[src/sv/pjt_pkg.sv]
package pjt_pkg;

  // Table size and field widths
  localparam int NUM_SLOTS_DEF = 8;
  localparam int MAX_RESULTS   = 8;
  localparam int CMD_W         = 3;
  localparam int SLOT_W        = 3;
  localparam int KIND_W        = 3;
  localparam int LIMIT_W       = 8;
  localparam int IVL_W         = 16;
  localparam int NREP_W        = $clog2(MAX_RESULTS + 1);

  typedef enum logic [CMD_W-1:0] {
    CMD_ADD          = 3'd0,
    CMD_START        = 3'd1,
    CMD_STOP         = 3'd2,
    CMD_REMOVE       = 3'd3,
    CMD_SET_INTERVAL = 3'd4,
    CMD_TICK         = 3'd5,
    CMD_QUERY        = 3'd6
  } cmd_t;

  typedef enum logic [KIND_W-1:0] {
    KIND_ADDED     = 3'd0,
    KIND_FULL      = 3'd1,
    KIND_ACK       = 3'd2,
    KIND_FIRED     = 3'd3,
    KIND_IDLE_TICK = 3'd4,
    KIND_STATUS    = 3'd5
  } kind_t;

  // Operation broadcast to every slot cell
  typedef enum logic [2:0] {
    OP_NONE,
    OP_ADD,
    OP_START,
    OP_STOP,
    OP_REMOVE,
    OP_SETIV,
    OP_TICK
  } cell_op_t;

  typedef enum logic [1:0] {
    ST_IDLE,
    ST_ADD,
    ST_TICK,
    ST_FLUSH
  } state_t;

  // Controller to cells
  typedef struct packed {
    cell_op_t           op;
    logic               step;      // shift the scan token one cell
    logic               inject;    // token enters cell 0 on a step
    logic               tok_clr;   // drop the token
    logic [SLOT_W-1:0]  job_id;
    logic [LIMIT_W-1:0] repeat_limit;
    logic [IVL_W-1:0]   interval;
    logic               start_now;
    logic               free_when_done;
  } cell_ctl_t;

  // Cells to controller; each cell drives zeros unless it holds the token
  // (or is addressed, for qrun), so the row is combined by OR
  typedef struct packed {
    logic               free;
    logic               hit;
    logic [SLOT_W-1:0]  slot;
    logic [LIMIT_W-1:0] fire_count;
    logic               run_after;
    logic               qrun;
  } cell_stat_t;

endpackage

[src/sv/pjt_cell.sv]
module pjt_cell #(
  parameter int IDX = 0
) (
  input  logic                 clk,
  input  logic                 rst_n,
  input  pjt_pkg::cell_ctl_t   ctl,
  input  logic                 tok_in,
  output logic                 tok_out,
  output pjt_pkg::cell_stat_t  stat
);
  import pjt_pkg::*;

  logic               tok_r, tok_nxt;
  logic               in_use_r, in_use_nxt;
  logic               active_r, active_nxt;
  logic               fwd_r, fwd_nxt;
  logic [LIMIT_W-1:0] limit_r, limit_nxt;
  logic [LIMIT_W-1:0] fc_r, fc_nxt;
  logic [IVL_W-1:0]   ivl_r, ivl_nxt;
  logic [IVL_W-1:0]   tick_r, tick_nxt;

  logic               sel;
  logic               running;
  logic               hit;
  logic               done;
  logic [IVL_W-1:0]   cnt1;
  logic [LIMIT_W-1:0] fc1;

  // Slot decode and tick arithmetic
  assign sel     = (int'(ctl.job_id) == IDX);
  assign running = in_use_r & active_r;
  assign cnt1    = tick_r + IVL_W'(1);
  assign hit     = running && (cnt1 == ivl_r);
  assign fc1     = fc_r + LIMIT_W'(1);
  assign done    = (limit_r != '0) && (fc1 == limit_r);

  // Scan token moves to the neighbor on each step
  always_comb begin
    if (ctl.tok_clr) begin
      tok_nxt = 1'b0;
    end else if (ctl.step) begin
      tok_nxt = tok_in;
    end else begin
      tok_nxt = tok_r;
    end
  end

  // Slot state update
  always_comb begin
    in_use_nxt = in_use_r;
    active_nxt = active_r;
    fwd_nxt    = fwd_r;
    limit_nxt  = limit_r;
    fc_nxt     = fc_r;
    ivl_nxt    = ivl_r;
    tick_nxt   = tick_r;
    case (ctl.op)
      OP_ADD: begin
        if (tok_r) begin
          in_use_nxt = 1'b1;
          active_nxt = ctl.start_now;
          fwd_nxt    = ctl.free_when_done;
          limit_nxt  = ctl.repeat_limit;
          fc_nxt     = '0;
          ivl_nxt    = ctl.interval;
          tick_nxt   = '0;
        end
      end
      OP_START: begin
        if (sel) active_nxt = 1'b1;
      end
      OP_STOP: begin
        if (sel) active_nxt = 1'b0;
      end
      OP_REMOVE: begin
        if (sel) in_use_nxt = 1'b0;
      end
      OP_SETIV: begin
        if (sel) ivl_nxt = ctl.interval;
      end
      OP_TICK: begin
        if (tok_r && running) begin
          if (hit) begin
            tick_nxt = '0;
            fc_nxt   = fc1;
            if (done) begin
              if (fwd_r) in_use_nxt = 1'b0;
              else       active_nxt = 1'b0;
            end
          end else begin
            tick_nxt = cnt1;
          end
        end
      end
      default: begin
      end
    endcase
  end

  always_ff @(posedge clk) begin
    if (!rst_n) begin
      tok_r    <= 1'b0;
      in_use_r <= 1'b0;
      active_r <= 1'b0;
    end else begin
      tok_r    <= tok_nxt;
      in_use_r <= in_use_nxt;
      active_r <= active_nxt;
    end
  end

  always_ff @(posedge clk) begin
    fwd_r   <= fwd_nxt;
    limit_r <= limit_nxt;
    fc_r    <= fc_nxt;
    ivl_r   <= ivl_nxt;
    tick_r  <= tick_nxt;
  end

  // Status, zero unless this cell holds the token or is addressed
  assign tok_out = tok_r;
  always_comb begin
    stat            = '0;
    stat.free       = tok_r & ~in_use_r;
    stat.hit        = tok_r & hit;
    stat.slot       = tok_r ? SLOT_W'(IDX) : '0;
    stat.fire_count = (tok_r & hit) ? fc1 : '0;
    stat.run_after  = tok_r & hit & ~done;
    stat.qrun       = sel & running;
  end

endmodule

[src/sv/pjt_ctrl.sv]
module pjt_ctrl (
  input  logic                          clk,
  input  logic                          rst_n,
  input  logic                          in_valid,
  output logic                          in_ready,
  input  logic [pjt_pkg::CMD_W-1:0]     in_command,
  input  logic [pjt_pkg::SLOT_W-1:0]    in_job_id,
  input  logic [pjt_pkg::LIMIT_W-1:0]   in_repeat_limit,
  input  logic [pjt_pkg::IVL_W-1:0]     in_interval_ticks,
  input  logic                          in_start_now,
  input  logic                          in_free_when_done,
  output logic                          out_valid,
  input  logic                          out_ready,
  output logic [pjt_pkg::KIND_W-1:0]    out_kind,
  output logic [pjt_pkg::SLOT_W-1:0]    out_slot,
  output logic [pjt_pkg::LIMIT_W-1:0]   out_fire_count,
  output logic                          out_running,
  output logic                          out_last,
  input  pjt_pkg::cell_stat_t           stat,
  input  logic                          tok_last,
  output pjt_pkg::cell_ctl_t            ctl
);
  import pjt_pkg::*;

  state_t             state_r, state_nxt;

  // Output register
  logic               out_valid_r, out_valid_nxt;
  kind_t              out_kind_r, out_kind_nxt;
  logic [SLOT_W-1:0]  out_slot_r, out_slot_nxt;
  logic [LIMIT_W-1:0] out_fc_r, out_fc_nxt;
  logic               out_run_r, out_run_nxt;
  logic               out_last_r, out_last_nxt;

  // One fire result held back until it is known whether it is the last
  logic               pend_valid_r, pend_valid_nxt;
  logic [SLOT_W-1:0]  pend_slot_r, pend_slot_nxt;
  logic [LIMIT_W-1:0] pend_fc_r, pend_fc_nxt;
  logic               pend_run_r, pend_run_nxt;
  logic [NREP_W-1:0]  nrep_r, nrep_nxt;

  // Add parameters held while the token searches
  logic [LIMIT_W-1:0] lim_r;
  logic [IVL_W-1:0]   ivl_r;
  logic               start_r;
  logic               fwd_r;

  cmd_t cmd;
  logic can_push;
  logic acc;
  logic tick_go;
  logic add_done;

  assign cmd      = cmd_t'(in_command);
  assign can_push = ~out_valid_r | out_ready;
  assign in_ready = (state_r == ST_IDLE) & can_push;
  assign acc      = in_valid & in_ready;

  // Tick step allowed unless a report must wait for the output register
  always_comb begin
    tick_go = 1'b1;
    if (stat.hit && pend_valid_r && (nrep_r < NREP_W'(MAX_RESULTS)) && !can_push) begin
      tick_go = 1'b0;
    end
  end

  assign add_done = can_push & (stat.free | tok_last);

  // Next state
  always_comb begin
    state_nxt = state_r;
    case (state_r)
      ST_IDLE: begin
        if (acc && cmd == CMD_ADD)  state_nxt = ST_ADD;
        if (acc && cmd == CMD_TICK) state_nxt = ST_TICK;
      end
      ST_ADD: begin
        if (add_done) state_nxt = ST_IDLE;
      end
      ST_TICK: begin
        if (tick_go && tok_last) state_nxt = ST_FLUSH;
      end
      ST_FLUSH: begin
        if (can_push) state_nxt = ST_IDLE;
      end
      default: state_nxt = ST_IDLE;
    endcase
  end

  // Outputs: cell control, result register and pending fire
  always_comb begin
    ctl                = '0;
    ctl.op             = OP_NONE;
    ctl.job_id         = in_job_id;
    ctl.repeat_limit   = lim_r;
    ctl.interval       = (state_r == ST_IDLE) ? in_interval_ticks : ivl_r;
    ctl.start_now      = start_r;
    ctl.free_when_done = fwd_r;

    out_valid_nxt = out_valid_r & ~out_ready;
    out_kind_nxt  = out_kind_r;
    out_slot_nxt  = out_slot_r;
    out_fc_nxt    = out_fc_r;
    out_run_nxt   = out_run_r;
    out_last_nxt  = out_last_r;

    pend_valid_nxt = pend_valid_r;
    pend_slot_nxt  = pend_slot_r;
    pend_fc_nxt    = pend_fc_r;
    pend_run_nxt   = pend_run_r;
    nrep_nxt       = nrep_r;

    case (state_r)
      ST_IDLE: begin
        if (acc) begin
          out_slot_nxt = in_job_id;
          out_fc_nxt   = '0;
          out_run_nxt  = 1'b0;
          out_last_nxt = 1'b1;
          out_kind_nxt = KIND_ACK;
          case (cmd)
            CMD_ADD: begin
              ctl.inject = 1'b1;
              ctl.step   = 1'b1;
            end
            CMD_TICK: begin
              ctl.inject     = 1'b1;
              ctl.step       = 1'b1;
              nrep_nxt       = '0;
              pend_valid_nxt = 1'b0;
            end
            CMD_START: begin
              ctl.op        = OP_START;
              out_valid_nxt = 1'b1;
            end
            CMD_STOP: begin
              ctl.op        = OP_STOP;
              out_valid_nxt = 1'b1;
            end
            CMD_REMOVE: begin
              ctl.op        = OP_REMOVE;
              out_valid_nxt = 1'b1;
            end
            CMD_SET_INTERVAL: begin
              ctl.op        = OP_SETIV;
              out_valid_nxt = 1'b1;
            end
            CMD_QUERY: begin
              out_kind_nxt  = KIND_STATUS;
              out_run_nxt   = stat.qrun;
              out_valid_nxt = 1'b1;
            end
            default: begin
              out_valid_nxt = 1'b1;
            end
          endcase
        end
      end

      ST_ADD: begin
        if (can_push && stat.free) begin
          ctl.op        = OP_ADD;
          ctl.tok_clr   = 1'b1;
          out_valid_nxt = 1'b1;
          out_kind_nxt  = KIND_ADDED;
          out_slot_nxt  = stat.slot;
          out_fc_nxt    = '0;
          out_run_nxt   = 1'b0;
          out_last_nxt  = 1'b1;
        end else if (can_push && tok_last) begin
          ctl.tok_clr   = 1'b1;
          out_valid_nxt = 1'b1;
          out_kind_nxt  = KIND_FULL;
          out_slot_nxt  = '0;
          out_fc_nxt    = '0;
          out_run_nxt   = 1'b0;
          out_last_nxt  = 1'b1;
        end else if (!stat.free) begin
          ctl.step = 1'b1;
        end
      end

      ST_TICK: begin
        if (tick_go) begin
          ctl.op   = OP_TICK;
          ctl.step = 1'b1;
          if (stat.hit && (nrep_r < NREP_W'(MAX_RESULTS))) begin
            // Older pending fire goes out, this one takes its place
            if (pend_valid_r) begin
              out_valid_nxt = 1'b1;
              out_kind_nxt  = KIND_FIRED;
              out_slot_nxt  = pend_slot_r;
              out_fc_nxt    = pend_fc_r;
              out_run_nxt   = pend_run_r;
              out_last_nxt  = 1'b0;
            end
            pend_valid_nxt = 1'b1;
            pend_slot_nxt  = stat.slot;
            pend_fc_nxt    = stat.fire_count;
            pend_run_nxt   = stat.run_after;
            nrep_nxt       = nrep_r + NREP_W'(1);
          end
        end
      end

      ST_FLUSH: begin
        if (can_push) begin
          out_valid_nxt  = 1'b1;
          out_last_nxt   = 1'b1;
          pend_valid_nxt = 1'b0;
          if (pend_valid_r) begin
            out_kind_nxt = KIND_FIRED;
            out_slot_nxt = pend_slot_r;
            out_fc_nxt   = pend_fc_r;
            out_run_nxt  = pend_run_r;
          end else begin
            out_kind_nxt = KIND_IDLE_TICK;
            out_slot_nxt = '0;
            out_fc_nxt   = '0;
            out_run_nxt  = 1'b0;
          end
        end
      end

      default: begin
      end
    endcase
  end

  always_ff @(posedge clk) begin
    if (!rst_n) begin
      state_r      <= ST_IDLE;
      out_valid_r  <= 1'b0;
      pend_valid_r <= 1'b0;
      nrep_r       <= '0;
    end else begin
      state_r      <= state_nxt;
      out_valid_r  <= out_valid_nxt;
      pend_valid_r <= pend_valid_nxt;
      nrep_r       <= nrep_nxt;
    end
  end

  always_ff @(posedge clk) begin
    out_kind_r  <= out_kind_nxt;
    out_slot_r  <= out_slot_nxt;
    out_fc_r    <= out_fc_nxt;
    out_run_r   <= out_run_nxt;
    out_last_r  <= out_last_nxt;
    pend_slot_r <= pend_slot_nxt;
    pend_fc_r   <= pend_fc_nxt;
    pend_run_r  <= pend_run_nxt;
    if (acc) begin
      lim_r   <= in_repeat_limit;
      ivl_r   <= in_interval_ticks;
      start_r <= in_start_now;
      fwd_r   <= in_free_when_done;
    end
  end

  assign out_valid      = out_valid_r;
  assign out_kind       = out_kind_r;
  assign out_slot       = out_slot_r;
  assign out_fire_count = out_fc_r;
  assign out_running    = out_run_r;
  assign out_last       = out_last_r;

  // Only a fire result can be followed by another one from the same transaction
  a_nonlast_is_fire: assert property (@(posedge clk) disable iff (!rst_n)
    (out_valid_r && !out_last_r) |-> (out_kind_r == KIND_FIRED))
    else $error("non-final result is not a fire");

  // Pending fire exists only during a tick
  a_pend_in_tick: assert property (@(posedge clk) disable iff (!rst_n)
    pend_valid_r |-> (state_r == ST_TICK || state_r == ST_FLUSH))
    else $error("pending fire outside tick");

  // Report count never passes the result limit
  a_nrep_bound: assert property (@(posedge clk) disable iff (!rst_n)
    nrep_r <= NREP_W'(MAX_RESULTS))
    else $error("report count overflow");

endmodule

[src/sv/periodic_job_timer_table.sv]
// Channel   Handshake                Payload
// -------   ----------------------   ------------------------------------------------
// input     in_valid / in_ready      in_command, in_job_id, in_repeat_limit,
//                                    in_interval_ticks, in_start_now, in_free_when_done
// result    out_valid / out_ready    out_kind, out_slot, out_fire_count, out_running,
//                                    out_last
//
// Start, stop, remove, set interval, query: one result each.
// Add: the scan token visits cells up to a free one or the last, NUM_SLOTS at most.
// Tick: the token walks the cell row one slot per cycle; one fire result is buffered.
// A stalled result channel holds the token at a free cell or at a fire that must wait.
// rst_n (synchronous) clears in-use and active bits and the controller; no clearing pass.
module periodic_job_timer_table #(
  parameter int NUM_SLOTS = pjt_pkg::NUM_SLOTS_DEF
) (
  input  logic                          clk,
  input  logic                          rst_n,
  input  logic                          in_valid,
  output logic                          in_ready,
  input  logic [pjt_pkg::CMD_W-1:0]     in_command,
  input  logic [pjt_pkg::SLOT_W-1:0]    in_job_id,
  input  logic [pjt_pkg::LIMIT_W-1:0]   in_repeat_limit,
  input  logic [pjt_pkg::IVL_W-1:0]     in_interval_ticks,
  input  logic                          in_start_now,
  input  logic                          in_free_when_done,
  output logic                          out_valid,
  input  logic                          out_ready,
  output logic [pjt_pkg::KIND_W-1:0]    out_kind,
  output logic [pjt_pkg::SLOT_W-1:0]    out_slot,
  output logic [pjt_pkg::LIMIT_W-1:0]   out_fire_count,
  output logic                          out_running,
  output logic                          out_last
);
  import pjt_pkg::*;

  cell_ctl_t              ctl;
  cell_stat_t             cs [NUM_SLOTS];
  cell_stat_t             stat;
  logic [NUM_SLOTS-1:0]   tok_in;
  logic [NUM_SLOTS-1:0]   tok_out;

  // Row of slot cells, token chained from each to its neighbor
  for (genvar i = 0; i < NUM_SLOTS; i++) begin : g_slot
    if (i == 0) begin : g_head
      assign tok_in[i] = ctl.inject;
    end else begin : g_link
      assign tok_in[i] = tok_out[i-1];
    end

    pjt_cell #(
      .IDX (i)
    ) u_cell (
      .clk     (clk),
      .rst_n   (rst_n),
      .ctl     (ctl),
      .tok_in  (tok_in[i]),
      .tok_out (tok_out[i]),
      .stat    (cs[i])
    );
  end

  // Combine cell status; only the token holder or addressed cell drives ones
  always_comb begin
    stat = '0;
    for (int i = 0; i < NUM_SLOTS; i++) begin
      stat = stat | cs[i];
    end
  end

  pjt_ctrl u_ctrl (
    .clk               (clk),
    .rst_n             (rst_n),
    .in_valid          (in_valid),
    .in_ready          (in_ready),
    .in_command        (in_command),
    .in_job_id         (in_job_id),
    .in_repeat_limit   (in_repeat_limit),
    .in_interval_ticks (in_interval_ticks),
    .in_start_now      (in_start_now),
    .in_free_when_done (in_free_when_done),
    .out_valid         (out_valid),
    .out_ready         (out_ready),
    .out_kind          (out_kind),
    .out_slot          (out_slot),
    .out_fire_count    (out_fire_count),
    .out_running       (out_running),
    .out_last          (out_last),
    .stat              (stat),
    .tok_last          (tok_out[NUM_SLOTS-1]),
    .ctl               (ctl)
  );

  // At most one cell holds the scan token
  a_token_single: assert property (@(posedge clk) disable iff (!rst_n)
    $onehot0(tok_out))
    else $error("more than one scan token");

endmodule
[config.mk]
export PLATFORM = sky130hd
export DESIGN_NAME = periodic_job_timer_table
export DESIGN_NICKNAME = d
export VERILOG_FILES = /design/src/sv/pjt_pkg.sv /design/src/sv/pjt_cell.sv /design/src/sv/pjt_ctrl.sv /design/src/sv/periodic_job_timer_table.sv
export SDC_FILE = /design/constraint.sdc
export NUM_CORES = 1
export LEC_CHECK = 0
export ABC_CLOCK_PERIOD_IN_PS = 14000
export BUFFER_PORTS_ARGS = -buffer_cell sky130_fd_sc_hd__buf_2
export CAP_MARGIN = 20
export CORE_ASPECT_RATIO = 1.25
export CORE_MARGIN = 2
export CORE_UTILIZATION = 38
export CTS_BUF_LIST = sky130_fd_sc_hd__clkbuf_4
export DETAILED_ROUTE_END_ITERATION = 6
export GPL_TIMING_DRIVEN = 0
export PLACE_DENSITY = 0.62
export SLEW_MARGIN = 30
export SYNTH_ARGS = -nofsm -noshare
export SYNTH_HDL_FRONTEND = slang
export SYNTH_SLANG_ARGS = --single-unit
[constraint.sdc]
create_clock -name clk -period 14 [get_ports clk]
set_input_delay 0 -clock clk [delete_from_list [all_inputs] [get_ports clk]]
set_output_delay 0 -clock clk [all_outputs]
set_load 0.005 [all_outputs]
# --- Word-level counts from Yosys, hierarchy flattened ---
# Cells that the tools add are included.
classes:
  order_cmp: 1
  bitwise: 73
  n_eq_ne: 128
  n_mux: 302
  n_reduce_logical: 106
  add_sub_neg: 17
ops:
  columns: ["op", "count"]
  rows:
  - ["$mux W16", 41]
  - ["$pmux W16 S2", 16]
  - ["$mux W8", 40]
  - ["$ne A2 B1 Y1 const B", 79]
  - ["$mux W1", 135]
  - ["$add A16 B1 Y16 const B", 8]
  - ["$eq A16 B16 Y1", 8]
  - ["$pmux W8 S2", 8]
  - ["$or A15 B15 Y15", 7]
  - ["$add A8 B1 Y8 const B", 8]
  - ["$eq A8 B8 Y1", 8]
  - ["$reduce_and A8 Y1", 8]
  - ["$reduce_bool A8 Y1", 8]
  - ["$mux W3", 21]
  - ["$reduce_and A7 Y1", 8]
  - ["$reduce_and A3 Y1", 17]
  - ["$and A1 B1 Y1", 44]
  - ["$pmux W1 S4", 11]
  - ["$pmux W3 S4", 3]
  - ["$reduce_and A4 Y1", 9]
  - ["$logic_and A1 B1 Y1", 33]
  - ["$pmux W8 S4", 1]
  - ["$eq A3 B3 Y1 const B", 10]
  - ["$pmux W1 S3", 9]
  - ["26 further kinds", 87]
totals:
  ff_bits: 478
  wordCells: 707

# --- Logic depth before layout (Yosys ltp) ---
logic_depth:
  ltp_word: 20
  mapped_depth: 14
  mapped_depth_nobuf: 11

# --- Modules after synthesis ---
# A second synthesis with hierarchy kept.
hier_totals:
  hier_cells: 2531
  area_unflattened_um2: 27799.2
modules_own_cells:
  columns: ["module", "cells_each", "area_per_inst_um2", "instances"]
  rows:
  - ["pjt_cell (g_slot[0].u_cell)", 313, 3330.7, 1]
  - ["pjt_cell (g_slot[3].u_cell)", 315, 3276.9, 1]
  - ["pjt_cell (g_slot[4].u_cell)", 293, 3215.6, 1]
  - ["pjt_cell (g_slot[2].u_cell)", 291, 3213.1, 1]
  - ["pjt_cell (g_slot[6].u_cell)", 287, 3044.2, 1]
  - ["pjt_cell (g_slot[1].u_cell)", 263, 2989.1, 1]
  - ["pjt_cell (g_slot[7].u_cell)", 275, 2981.6, 1]
  - ["pjt_cell (g_slot[5].u_cell)", 260, 2836.5, 1]
  - ["pjt_ctrl", 189, 2667.6, 1]
  - ["periodic_job_timer_table", 45, 244.0, 1]

# --- Worst setup path after synthesis ---
# No wires, ideal clock.
synth_timing:
  path_type: "register to register"
  start: "register g_slot[6].u_cell.tick_r[6]"
  end: "register u_ctrl.out_fc_r[0], in the netlist u_ctrl.out_fire_count[0], enable pin"
  setup_time_ns: 0.414
  arrival_time_ns: 4.218
  period_less_slack_ns: 4.632
  slack_ns: 9.368
  path_stages_with_launch: 11
  cell_sequence: "edfxtp_1 -> nand3_2 -> or3_4 -> nor4_4 -> xor3_1 -> or4bb_1 -> o32ai_2 -> o41a_1 -> and3_1 -> nor2_1 -> o31ai_1"
synth_between:
  elab_chain_len: 11
  elab_cells_between_ends: 13
synth_lines:
  columns: ["item", "line", "rtl"]
  rows:
  - ["start: declaration", "pjt_cell.sv:20", "logic [IVL_W-1:0] tick_r, tick_nxt;"]
  - ["start signal: assignment", "pjt_cell.sv:117", "tick_r <= tick_nxt;"]
  - ["$add A16 B1 Y16 *", "pjt_cell.sv:32", "assign cnt1 = tick_r + IVL_W'(1);"]
  - ["$eq A16 B16 Y1 *", "pjt_cell.sv:33", "assign hit = running && (cnt1 == ivl_r);"]
  - ["$logic_and A1 B1 Y1 *", "pjt_cell.sv:33", null]
  - ["$and A1 B1 Y1 *", "pjt_cell.sv:125", "stat.hit = tok_r & hit;"]
  - ["$or A15 B15 Y15 * (2 in a row)", "periodic_job_timer_table.sv:66", "stat = stat | cs[i];"]
  - ["$logic_and A1 B1 Y1 (3 in a row)", "pjt_ctrl.sv:62", "if (stat.hit && pend_valid_r && (nrep_r < NREP_W'(MAX_RESULTS)) && !can_push) begin"]
  - ["$ne A2 B2 Y1 (no source line)", null, null]
  - ["$reduce_and A6 Y1 (no source line) *", null, null]
  - ["end signal: assignment", "pjt_ctrl.sv:247", "out_fc_r <= out_fc_nxt;"]
  - ["end: declaration", "pjt_ctrl.sv:31", "logic [LIMIT_W-1:0] out_fc_r, out_fc_nxt;"]
# Every way passes the cells marked *; elsewhere a longest branch is shown, timed or not.
# A chain may end at the register's enable or synchronous reset.

# --- Worst setup path in the final report ---
layout_timing:
  start: "register g_slot[7].u_cell.tick_r[1]"
  end: "register u_ctrl.state_r[0]"
layout_between:
  elab_chain_len: 12
layout_lines:
  columns: ["item", "line", "rtl"]
  rows:
  - ["start: declaration", "pjt_cell.sv:20", null]
  - ["start signal: assignment", "pjt_cell.sv:117", null]
  - ["$add A16 B1 Y16", "pjt_cell.sv:32", null]
  - ["$eq A16 B16 Y1", "pjt_cell.sv:33", null]
  - ["$logic_and A1 B1 Y1", "pjt_cell.sv:33", null]
  - ["$and A1 B1 Y1", "pjt_cell.sv:125", null]
  - ["$or A15 B15 Y15", "periodic_job_timer_table.sv:66", null]
  - ["$logic_and A1 B1 Y1 (3 in a row)", "pjt_ctrl.sv:62", null]
  - ["$mux W1", "pjt_ctrl.sv:62", null]
  - ["$logic_and A1 B1 Y1", "pjt_ctrl.sv:81", "if (tick_go && tok_last) state_nxt = ST_FLUSH;"]
  - ["$ne A2 B1 Y1 (no source line)", null, null]
  - ["$reduce_and A4 Y1 (no source line)", null, null]
  - ["end signal: assignment", "pjt_ctrl.sv:237", "state_r <= state_nxt;"]
  - ["end: declaration", "pjt_ctrl.sv:25", "state_t state_r, state_nxt;"]
# No other way between the ends.

==> metrics.md <==
| Metric | Value |
|---|---|
| Share of cells above drive strength 1 | `12.94%` |
| Crit share post-route | `37.07%` |
| Clock slew seen by the registers of the worst setup and hold paths | `80 ps` |
| Setup TNS | `0 ps` |
| Vias in the first global route | `20180` |
| Post-synth top cells | `edfxtp_1 (446), nor2_1 (278), xnor2_1 (201)` |
| Syn Std Cell Area | `26240 sq um` |
| RSZ-0062 raised after global routing | `false` |
| Worst IR Drop VDD | `0.00006482 V` |
| Area grow syn2layout | `14.10%` |
| Max Transition Viols Final | `0` |
| Initial DRT Pass Iterations | `7` |
| Die W | `239.0 microns` |
| Syn Nets | `2384` |
| Placer Congestion | `0.9293` |
| Startpoint types | `flop` |
| Yosys warning count | `0` |
| Fillers | `6444` |
| Die height | `297.8 microns` |
| Initial antenna violation count | `3` |
| WL per Instance | `22.13 microns` |
| Count leader, synth | `edfxtp_1` |
| Post-CTS Setup Inserts | `0` |
| Sequential share of the synthesized area | `53.48%` |
| Clock Skew | `44.59 ps` |
| Post-route ant nets | `0` |
| Top Ports | `54` |
| Final hold violations | `0` |
| F_max | `0.1927 GHz` |
| CTS Root Cell | `clkbuf_4` |
| Largest net degree at the start of global routing | `19` |
| Vias/cell | `5.712` |
| Tmin final | `5190 ps` |
| CTS HTree Levels | `3` |
| PortBufs | `51` |
| Pwr Density | `96.09 nW/um^2` |
| DP Cell Count | `3261` |
| Placed cell areas | `27820 sq um` |
| Mapped Avg Cell Area | `11.26 sq um` |
| Register bit total from synthesis | `478` |
| Number of enable flip-flop cells after synthesis | `446` |
| CP Max Fanout | `10` |
| Detailed Route Iter0 Violations | `1715` |
| Worst-Margin Slew | `956.3 ps` |
| CP required | `14820 ps` |
| Design area | `29940 sq um` |
| Arrival time worst endpoint | `6010 ps` |
| First-pass GRT wire length | `118.6 mm` |
| Max Root-Sink Buffers | `3` |
| GRT Util Overall | `21.93%` |
| Clock Sinks | `478` |
| DR vias | `20230` |
| Most area-consuming cells after synthesis | `edfxtp_1 (51%), xnor2_1 (6.7%), xor2_1 (4.1%)` |
| Final setup vio count | `0` |
| Initial core utilization | `38.43%` |
| HPWL Detailed | `56.06 mm` |
| Final wirelength | `78.36 mm` |
| Max Cap Viol | `0` |
| Total CTS buffers | `114` |
| Grt ovf | `0` |
| Synth area leader | `edfxtp_1` |
| FF-to-FF setup slack | `8810 ps` |
| Tot Pwr | `0.002877 W` |
| Row count | `107` |
| Status | `finished, final reports clean` |
| Slew HR | `35.66%` |
| Core Box Area | `68280 sq um` |
| Main synth FF type | `edfxtp_1` |
| Fin cells | `3541` |
| Crit Path Category | `reg -> reg` |
| Synth top area share | `51.04%` |
| Hold Path Class | `in -> reg` |
| Leakage | `10.16 nW` |
| CTS tree | `yes` |
| Final net count | `2628` |
| Die area | `71180 sq um` |
| Worst skew pair latency | `940 ps` |
| Cells after Synth | `2331` |
| CP Capture Type | `flop` |
| Residual DRC | `0` |
| Ys async rst share | `0%` |
| Cell variety after synth | `106` |
-- through the flow --
step | hold WS [ps] | utilization, % | setup slack [ps]
after floorplan | 98.87 | - | 9368
after global placement | 186.4 | 40.40 | 7661
after detailed placement | 181.1 | 40.74 | 8905
after CTS | 22.39 | 43.84 | 8874
after global routing | 111.3 | 43.85 | 8583
final | 87.03 | 43.85 | 8810
-- cell families (layout without fill, tap and decap cells) --
kind of cell,Yosys count,count (layout),synth area share (%)
adders and majority gates,17,17,0.8106
and+or+nand+nor,984,984,20.00
DFF,478,478,53.48
AOI/OAI and AO/OA,310,310,8.869
xor gates and xnor gates,343,343,12.47
other,0,3,0
buffers and inverters,151,486,2.441
muxes,48,48,1.926
-- report_power, final --
group	internal (W)	switching, W
Clock	0.000531	0.000602
Sequential	0.00158	0.0000161
Combinational	0.0000496	0.0000981
Total	0.00216	0.000716
-- flip-flops by register name (all words and copies together) (netlist names), 4 cells and up --
| register | count |
|---|---|
| g_slot.u_cell.ivl_r | 128 |
| g_slot.u_cell.tick_r | 128 |
| g_slot.u_cell.fc_r | 64 |
| g_slot.u_cell.limit_r | 64 |
| u_ctrl.ivl_r | 16 |
| g_slot.u_cell.active_r | 8 |
| g_slot.u_cell.fwd_r | 8 |
| g_slot.u_cell.in_use_r | 8 |
| g_slot.u_cell.tok_out | 8 |
| u_ctrl.lim_r | 8 |
| u_ctrl.out_fire_count | 8 |
| u_ctrl.pend_fc_r | 8 |
| u_ctrl.nrep_r | 4 |
-- layout make-up --
type | instances | area [sq um] | area share [%]
buffer | 103 | 460.4 | 1.538
clock buffer | 146 | 1096 | 3.661
clock inverter | 61 | 317.8 | 1.061
tap | 872 | 1091 | 3.644
inverter | 48 | 180.2 | 0.6018
sequential | 478 | 14030 | 46.87
timing repair buffer | 128 | 1084 | 3.619
antenna | 3 | 7.507 | 0.02507
multi-input combinational | 1702 | 11670 | 38.98
-- layout by cell type (no fill, tap or decap), types with 41 or more instances in the layout --
cell type and instances:
nor3_1 50, a21oi_1 41, xnor2_1 201, nor4_1 60
dlygate4sd3_1 70, nand3_1 121, clkbuf_1 57, xor2_1 123
clkbuf_4 146, edfxtp_1 446, and3_1 56, o21ai_0 44
inv_1 44, buf_2 81, nor2_1 275, nand4_1 67
nand2_1 118, clkinv_1 46
-- critical path: stages, from the launching register on --
cell and delay (ps):
edfxtp_1 520, ha_1 200, clkbuf_1 370, xnor2_1 230, xor2_1 210, nand2_1 70
or4_1 510, a2111oi_0 640, nand4_1 820, nand3_1 310, o41ai_1 190, o311ai_1 310
a21oi_1 110, dlygate4sd3_1 570
-- layer usage --
metal | track usage (%) | vias to the layer above | wire [microns]
li1 | - | 9349 | -
met1 | 26.94 | 9985 | 32110
met2 | 38.12 | 731 | 39000
met3 | 3.688 | 160 | 4603
met4 | 8.735 | 0 | 2641
met5 | 0 | - | 0
-- path summary, 6_finish.rpt --
path	to	startpoint	cells past startpoint
worst min register to register	g_slot[1].u_cell.active_r	g_slot[1].u_cell.active_r	2
worst max register to register	u_ctrl.state_r[0]	g_slot[7].u_cell.tick_r[1]	13
worst max-delay path	u_ctrl.state_r[0]	g_slot[7].u_cell.tick_r[1]	13
worst min-delay path	g_slot[7].u_cell.active_r	in_command[2]	4
-- timing repair --
action	in CTS	in global routing
resized for setup	0	0
endpoints found under the hold margin	246	0
hold buffers	70	0
Power figures use the tool's default switching activity.
